`config.mk`:
```
export PLATFORM = sky130hd
export DESIGN_NAME = fpa_cell
export DESIGN_NICKNAME = d
export VERILOG_FILES = /design/src/rtl/fpa_pkg.sv /design/src/rtl/fpa_cell.sv
export SDC_FILE = /design/constraint.sdc
export NUM_CORES = 1
export LEC_CHECK = 0
export BUFFER_PORTS_ARGS = -buffer_cell sky130_fd_sc_hd__buf_2
export CAP_MARGIN = 20
export CORE_AREA = 2 2 203 205
export CTS_BUF_LIST = sky130_fd_sc_hd__clkbuf_8
export CTS_CLUSTER_SIZE = 10
export DETAILED_ROUTE_END_ITERATION = 10
export DIE_AREA = 0 0 205 207
export GPL_TIMING_DRIVEN = 0
export HOLD_SLACK_MARGIN = 0.1
export PLACE_DENSITY = 0.64
export SLEW_MARGIN = 10
export SYNTH_ARGS = -nofsm -noshare
export SYNTH_HDL_FRONTEND = slang
export SYNTH_SLANG_ARGS = --single-unit
```
`constraint.sdc`:
```
create_clock -name i_clk -period 6.4 [get_ports i_clk]
set_clock_uncertainty 0.1 [all_clocks]
set_input_delay 0 -clock i_clk [delete_from_list [all_inputs] [get_ports i_clk]]
set_output_delay 0 -clock i_clk [all_outputs]
set_load 0.02 [all_outputs]
```
`src/rtl/fpa_pkg.sv`:
```
`default_nettype none
package fpa_pkg;
    localparam int unsigned FracBitsDefault = 8;
    localparam int unsigned WordW = 32;
    localparam int unsigned KindW = 4;

    typedef enum logic [KindW-1:0] {
        K_ADD = 4'd0, K_SUB = 4'd1, K_MUL = 4'd2, K_DIV = 4'd3,
        K_GT = 4'd4, K_LT = 4'd5, K_GE = 4'd6, K_LE = 4'd7,
        K_EQ = 4'd8, K_NE = 4'd9, K_MIN = 4'd10, K_MAX = 4'd11,
        K_INC = 4'd12, K_DEC = 4'd13, K_TOINT = 4'd14, K_FROMINT = 4'd15
    } t_kind;

    // Word handed from cell to cell of the divider chain.
    typedef struct packed {
        logic             vld;
        logic             div;     // item is a divide that still needs its quotient
        logic             neg;     // quotient sign
        logic [63:0]      rem;     // partial remainder
        logic [63:0]      num;     // dividend bits still to shift in, msb first
        logic [WordW-1:0] den;     // divisor magnitude
        logic [63:0]      quo;
        logic [WordW-1:0] res;     // finished result for non-divide items
        logic             flag;
    } t_cell;
endpackage
`default_nettype wire

```
`src/rtl/fpa_cell.sv`:
```
`default_nettype none
// STEPS restoring-division steps per cell; all other items pass through.
module fpa_cell #(
    parameter int unsigned STEPS = 2
) (
    input  wire logic       i_clk,
    input  wire logic       i_rst_n,
    input  wire logic       i_en,
    input  fpa_pkg::t_cell  i_cell,
    output fpa_pkg::t_cell  o_cell
);
    fpa_pkg::t_cell r_cell, n_cell;
    logic [64:0] trial;

    always_comb begin
        n_cell = i_cell;
        trial  = '0;
        if (i_cell.div) begin
            for (int s = 0; s < STEPS; s++) begin
                trial = {n_cell.rem, n_cell.num[63]} - {33'd0, n_cell.den};
                n_cell.num = {n_cell.num[62:0], 1'b0};
                if (!trial[64]) begin
                    n_cell.rem = trial[63:0];
                    n_cell.quo = {n_cell.quo[62:0], 1'b1};
                end else begin
                    n_cell.rem = {n_cell.rem[62:0], i_cell.num[63-s]};
                    n_cell.quo = {n_cell.quo[62:0], 1'b0};
                end
            end
        end
    end

    always_ff @(posedge i_clk) begin
        if (!i_rst_n) begin
            r_cell.vld <= 1'b0;
        end else if (i_en) begin
            r_cell.vld <= n_cell.vld;
        end
        if (i_en) begin
            r_cell.div  <= n_cell.div;
            r_cell.neg  <= n_cell.neg;
            r_cell.rem  <= n_cell.rem;
            r_cell.num  <= n_cell.num;
            r_cell.den  <= n_cell.den;
            r_cell.quo  <= n_cell.quo;
            r_cell.res  <= n_cell.res;
            r_cell.flag <= n_cell.flag;
        end
    end

    assign o_cell = r_cell;
endmodule
`default_nettype wire

```
# == Word-level counts from Yosys, hierarchy flattened ==
# Index checks and enable logic that the tools add are counted.
# totals
register_bits,260
inputBits,263
out_inout_bits,260
# op_classes
n_addsub,2
muxes,7
# ops
operator,count
2-to-1 mux 64 bit,4
subtractor 65 x 32 -> 65 bit,2
2-to-1 mux 128 bit,1
2-to-1 mux 1 bit,2

# == Longest topological paths before layout ==
# Gate-level depths: netlist of the first run.
# depth
ltp_word,6
depth_mapped,32

# == Least setup slack after synthesis of the first run ==
# No wires, ideal clock.
# synth_timing
path_kind,input-to-reg
start,input i_cell[192] (netlist bit)
end,register r_cell (netlist bit o_cell[256]) (data pin)
setup_time_ns,0.260
arrival_ns,6.587
t_required_ns,6.040
slack_ns,-0.547
cell_stages,29
n_path_buf,2
path_cell_list,inv_1 -> ha_1 -> inv_1 -> fa_1 -> a211oi_1 -> o21ai_1 -> o211ai_1 -> a21oi_1 -> o31ai_2 -> nor3b_1 -> or2_2 -> clkbuf_1 -> clkbuf_1 -> nand2_1 -> o21ai_0 -> ha_1 -> a2111oi_0 -> a21boi_0 -> a22oi_1 -> o211ai_1 -> a21oi_1 -> o21ai_0 -> a211oi_1 -> nand4b_1 -> nor4_1 -> and4_1 -> o211ai_1 -> xor2_1 -> mux2_2
# synth_rtl
item,line_no,rtl
start: declaration,fpa_cell.sv:9,"input fpa_pkg::t_cell i_cell,"
end: declaration,fpa_cell.sv:12,"fpa_pkg::t_cell r_cell, n_cell;"

==> results.json, run 1 <==
{
  "outcome": "finished, final reports clean",
  "cp_max_fo": 10,
  "p_leak_nw": 10.4,
  "drive_gt1_share_pct": 34.3,
  "synthTopCellsByArea": "edfxtp_1, mux2_2, ha_1",
  "start_util_pct": 39.6,
  "cts.reportedPaths.clkPinSlew_ps": 60,
  "synth-seq-cells": 260,
  "cts_root_buf": "clkbuf_8",
  "nFillCells": 3243,
  "nNetsFinal": 2766,
  "worst_pin_slew_ps": 1070,
  "final_cells": 3008,
  "cp_slowest_cell": "nor4_1",
  "place_worst_setup_slack_ps": -2380,
  "seqCellArea_um2": 7800,
  "crit_family": "simple AND/OR/NAND/NOR gates",
  "multiInputGateArea_um2": 8080,
  "ys_types": 76,
  "portBuffers": 521,
  "drv_slew": 0,
  "synth_warnings": 0,
  "critPathLaunchType": "input port",
  "pwr_density_cell_nw_per_um2": 216,
  "antenna_found_initial": 7,
  "fin_area_um2": 25000,
  "syn_area_per_cell_um2": 11.2,
  "grt_pass1_wl_um": 97400,
  "layout_setup_ws_ps": 187,
  "grt.overflow.total": 0,
  "cp.required_ps": 6630,
  "yosysTopAreaCellShare_pct": 48.7,
  "drtAntennaViolNets": 0,
  "netlist_instances": 1433,
  "numClockSinks": 260,
  "path_class": "in2reg",
  "rows": 74,
  "slew_headroom_pct": 28.8,
  "largest_reg_flops": 260,
  "yosys.area.top_type": "edfxtp_1",
  "critPathMaxStageDelay_ps": 780,
  "synth-edff-count": 259,
  "die_width_um": 205,
  "grt_use_total_pct": 30.1,
  "dp.cells": 2488,
  "dpl.hpwl_um": 45300,
  "vdd_drop_max_uv": 153,
  "drv_cap": 0,
  "worstPathArrival_ps": 6440,
  "hp-class": "in2reg",
  "end_kind": "flop",
  "ios": 523,
  "cts_tree": "yes",
  "fp.dieH_um": 207,
  "routed_via_density": 5.43,
  "place.gp.congestion": 0.947,
  "hold_violations": 0,
  "drc": 0,
  "htreeDepth": 2,
  "clk_path_buf_depth": 3,
  "synth_nets": 1762,
  "period_share_pct": 97.1,
  "synth_area_um2": 16000,
  "max_clock_freq_mhz": 161,
  "drtIter0Drc": 1167,
  "postPlaceCellArea_um2": 19400,
  "fin_crit_ps": 6210,
  "vias": 16327,
  "insertion_delay_ps": 630,
  "coreArea_um2": 40400,
  "synth_ff_type": "edfxtp_1",
  "synthArstFlopShare_pct": 0,
  "cts_buffers": 46,
  "grt_pass1_vias": 16680,
  "totalWireLength_um": 66200,
  "area_growth_pct": 56.2,
  "wl_per_cell_um": 22.0,
  "dieArea_um2": 42400,
  "path_buf_inv": 7,
  "setup_viol": 0,
  "first_pass_iters": 5,
  "grt_start_max_net_pins": 99,
  "ys_seq_area_share_pct": 48.8
}
-- power by group --
group	total, mW	internal (mW)	switching, mW
registers	2.11	2.07	0.0468
clock network	1.52	0.780	0.735
logic	1.76	0.763	0.996
-- layout make-up --
class | count | share of cell area, %
multi-input cells | 1066 | 32.4
clock inverters | 32 | 0.827
inverters | 54 | 0.822
clock buffers | 48 | 2.65
plain buffers | 52 | 1.38
flip-flops and latches | 260 | 31.2
repair buffers | 957 | 27.9
well taps | 532 | 2.67
diodes | 7 | 0.0702
-- kinds of logic after synthesis --
| family | after synthesis | synth area share (%) |
|---|---|---|
| AOI/OAI and AO/OA | 335 | 13.2 |
| xor gates and xnor gates | 106 | 5.81 |
| adders and majority gates | 66 | 5.26 |
| buffers and inverters | 107 | 2.83 |
| DFF | 260 | 48.8 |
| muxes | 173 | 12.0 |
| and+or+nand+nor | 386 | 12.2 |
-- synthesized netlist by cell type (3+ instances only) --
cell type / n
xnor2_1: 65
nor3b_1: 3
nand2_1: 109
buf_6: 5
xor2_1: 41
edfxtp_1: 259
ha_1: 64
and4_1: 3
o211ai_1: 15
o22ai_1: 3
mux2_2: 144
clkbuf_1: 42
o21ai_1: 4
inv_1: 54
a21oi_1: 102
o21a_1: 13
o2111ai_1: 12
a21o_1: 33
a31oi_1: 13
a21boi_0: 6
mux2i_1: 29
nor4_1: 16
and2_1: 6
o31ai_1: 11
nand3_1: 28
buf_4: 3
nor3_1: 36
nor2_1: 92
a2111oi_0: 4
nor2b_1: 11
or3_1: 9
a211o_1: 4
nand4_1: 12
nand2b_1: 12
or2_2: 8
or4_1: 9
and3_1: 10
o21ai_0: 81
a211oi_1: 8
-- per-stage QoR --
step                      hold WS, ps  setup TNS, ps  utilization (%)  power (mW)
after floorplan                 -1.13              0                -        3.02
after global placement           78.0        -127110             47.8        3.53
after detailed placement         78.7        -134000             48.0        3.54
after CTS                         100              0             60.7        5.30
after global routing              137          -89.4             61.8        5.61
final                             154              0             61.8        5.39
-- worst register-to-register path: cells and delay by family (launching register included) --
family	cells	cell delay, ps
buffers and inverters	1	570
DFF	1	390
and+or+nand+nor	1	120
muxes	1	90
-- timing repair --
action,CTS,global route
hold buffers,402,0
setup buffers,15,16
cloned,0,1
endpoints found under the setup margin,65,65
resized for setup,33,70
hold endpoints to repair,362,0
pin swaps,9,18
-- routing by layer --
layer	share of wire (%)	vias up	GRT usage [%]
met2	48	837	50.9
li1	-	7462	-
met5	0.026	-	0
met3	8.1	214	6.61
met1	38	7812	35.1
met4	6.1	2	17.0
-- final timing paths --
| check | start | endpoint | slack, ps | cells past startpoint |
|---|---|---|---|---|
| worst max-delay path | i_cell[245] | o_cell[215]$_DFFE_PP_ | 190 | 25 |
| worst max register to register | o_cell[259]$_SDFFE_PN0P_ | o_cell[259]$_SDFFE_PN0P_ | 5070 | 3 |
| worst min-delay path | i_cell[84] | o_cell[86]$_DFFE_PP_ | 150 | 3 |
| worst min register to register | o_cell[259]$_SDFFE_PN0P_ | o_cell[259]$_SDFFE_PN0P_ | 1060 | 3 |
-- placed cells by master, fill, tap and decap left out, types with 27 or more instances in the layout --
cell type | netlist | routed
nor3_1 | 36 | 33
buf_4 | 3 | 27
nor2_1 | 92 | 92
o21ai_0 | 81 | 72
nand2_1 | 109 | 109
clkbuf_1 | 42 | 36
nand3_1 | 28 | 28
xor2_1 | 41 | 39
a21o_1 | 33 | 33
clkbuf_8 | 0 | 50
ha_1 | 64 | 59
edfxtp_1 | 259 | 259
buf_2 | 1 | 520
inv_1 | 54 | 68
a21oi_1 | 102 | 96
xnor2_1 | 65 | 65
dlygate4sd3_1 | 0 | 402
mux2_2 | 144 | 143
Note: power is estimated with default switching activity, not from simulation.
==> inputs of run 2 (changes only) <==
Settings changed: GPL_TIMING_DRIVEN 0 to default, MAX_ROUTING_LAYER from default to met4, REMOVE_ABC_BUFFERS from default to 1.
==> run 2 against run 1 <==
Against the previous run:
- cell count is 8.1% higher
- sequential power hardly changed
- global-route usage is 0.79 points higher
- die area stayed put
- power is 5.6% higher
- flip-flop and latch count stayed put
- largest power group unchanged
- highest routed layer is now met4
- first-iteration DRC count is 7.5% lower
- clock-buffer cell count is 4 higher
- cell area is 6.8% higher
==> results.json, run 2 (synthesis gave the netlist of run 1 again) <==
{
  "outcome": "finished, final reports clean",
  "dpl.hpwl_um": 44300,
  "hp-class": "in2reg",
  "vias": 16955,
  "end_kind": "flop",
  "power_mw": 5.69,
  "path_class": "in2reg",
  "pwr_density_cell_nw_per_um2": 214,
  "regToRegSetupSlack_ps": 5080,
  "hold_violations": 0,
  "grt_start_max_net_pins": 77,
  "multiInputGateArea_um2": 7890,
  "die_width_um": 205,
  "fin_area_um2": 26600,
  "fp.dieH_um": 207,
  "max_clock_freq_mhz": 162,
  "crit_path_start": "i_cell[217]",
  "portBuffers": 522,
  "drv_cap": 0,
  "postPlaceCellArea_um2": 21400,
  "drtAntennaViolNets": 0,
  "finish.utilization_pct": 66.0,
  "layout_common_cells": "buf_2, dlygate4sd3_1, buf_4, edfxtp_1, mux2_2",
  "area_growth_pct": 66.7,
  "cp.required_ps": 6670,
  "cts.reportedPaths.clkPinSlew_ps": 70,
  "layout_commonest_cell": "buf_2",
  "drtIter0Drc": 1080,
  "r2r_cells": 3,
  "wl_per_cell_um": 20.5,
  "grt_pass1_vias": 17546,
  "insertion_delay_ps": 610,
  "grt_pass1_wl_um": 98900,
  "start_util_pct": 39.6,
  "layout_setup_ws_ps": 239,
  "cts_buffers": 48,
  "antenna_found_initial": 7,
  "slew_headroom_pct": 38.9,
  "first_pass_iters": 7,
  "cp_max_fo": 16,
  "drive_gt1_share_pct": 40.9,
  "totalWireLength_um": 66500,
  "place_worst_setup_slack_ps": -949,
  "cts_root_buf": "clkbuf_8",
  "crit_path_end": "o_cell[231]$_DFFE_PP_",
  "drv_slew": 0,
  "p_leak_nw": 11.7,
  "vdd_drop_max_uv": 143,
  "dieArea_um2": 42400,
  "rr_endpoint": "o_cell[259]$_SDFFE_PN0P_",
  "critPathLaunchType": "input port",
  "worst_pin_slew_ps": 916,
  "nFillCells": 3061,
  "r2r_start": "o_cell[259]$_SDFFE_PN0P_",
  "fin_crit_ps": 6160,
  "cts_tree": "yes",
  "htreeDepth": 2,
  "clk_path_buf_depth": 3,
  "largest_reg_flops": 260,
  "period_share_pct": 96.3,
  "rows": 74,
  "place.gp.congestion": 0.941,
  "nNetsFinal": 3003,
  "routed_via_density": 5.21,
  "setup_viol": 0,
  "seqCellArea_um2": 7800,
  "coreArea_um2": 40400,
  "ios": 523,
  "grt.overflow.total": 0,
  "worstPathArrival_ps": 6430,
  "drc": 0,
  "grt_use_total_pct": 30.9,
  "numClockSinks": 260
}
[run 2: cell count changes in the layout (fill, tap and decap cells not counted), sizes merged, moves of 5 or more]
| cell | delta |
|---|---|
| buf | +282 |
| clkbuf | -32 |
| dlygate4sd3 | -13 |
| inv | +5 |
[run 2: worst min-delay path by stage]
stage,from,cells past startpoint,endpoint,slack [ps]
5_1_grt,i_cell[174],3,o_cell[176]$_DFFE_PP_,130
3_3_place_gp,i_cell[23],1,o_cell[23]$_DFFE_PP_,80
3_5_place_dp,i_cell[19],1,o_cell[19]$_DFFE_PP_,80
6_report,i_cell[174],3,o_cell[176]$_DFFE_PP_,160
2_1_floorplan,i_cell[0],0,o_cell[0]$_DFFE_PP_,-1
4_1_cts,i_cell[180],3,o_cell[180]$_DFFE_PP_,100
[run 2: routing by layer]
| layer | part of all wire, % | GRT usage (%) | vias to the layer above |
|---|---|---|---|
| met1 | 39 | 35.2 | 8075 |
| met2 | 49 | 51.5 | 731 |
| li1 | - | - | 7931 |
| met5 | 0 | - | - |
| met3 | 5.9 | 5.03 | 218 |
| met4 | 6.1 | 17.2 | 0 |
[run 2: through the flow]
stage          hold slack (ps)  instances  TNS (ps)
6_report                   157       3253         0
5_1_grt                    135       3253      -475
4_1_cts                    102       3226         0
3_5_place_dp              79.0       2745    -50170
3_3_place_gp              77.1       2745    -37900
2_1_floorplan            -1.13       1380    -85460
[run 2: final cells by class]
type | count | share of cell area, %
Antenna cell | 7 | 0.0657
Clock buffer | 52 | 2.69
Clock inverter | 38 | 0.906
Inverter | 54 | 0.761
Multi-Input combinational cell | 1068 | 29.6
Sequential cell | 260 | 29.3
Tap cell | 532 | 2.50
Timing Repair Buffer | 1242 | 34.2
[run 2: critical path, stage by stage]
cell and delay [ps]:
dlygate4sd3_1 570, buf_2 140, ha_1 340, nand4_1 220, nor3_2 220, buf_4 150
o31ai_4 70, nand2_1 130, o31ai_4 100, nor3b_4 180, or2_4 320, buf_6 170
buf_4 170, o21ai_0 300, ha_1 320, a21o_1 160, a21o_1 170, a21oi_1 150
o21ai_0 170, a21oi_2 250, o21ai_2 120, nor4_2 210, or4b_4 490, buf_4 160
or3_1 360, a31oi_2 330, nor2_1 110, a311o_1 340
[run 2: what timing repair did]
action                                 in CTS  in global routing
gates cloned                                0                  4
resized for setup                           5                 35
hold buffers                              389                  0
pin swaps                                   3                 12
setup endpoints to repair                  62                 65
endpoints found under the hold margin     323                  0
buffers inserted                            2                 16
[run 2: report_power, final]
| part | leakage (nW) | total, mW | internal (mW) | switching [mW] |
|---|---|---|---|---|
| sequential | 2.54 | 2.12 | 2.07 | 0.0539 |
| combinational | 8.63 | 1.92 | 0.909 | 1.01 |
| clock | 0.565 | 1.65 | 0.875 | 0.773 |
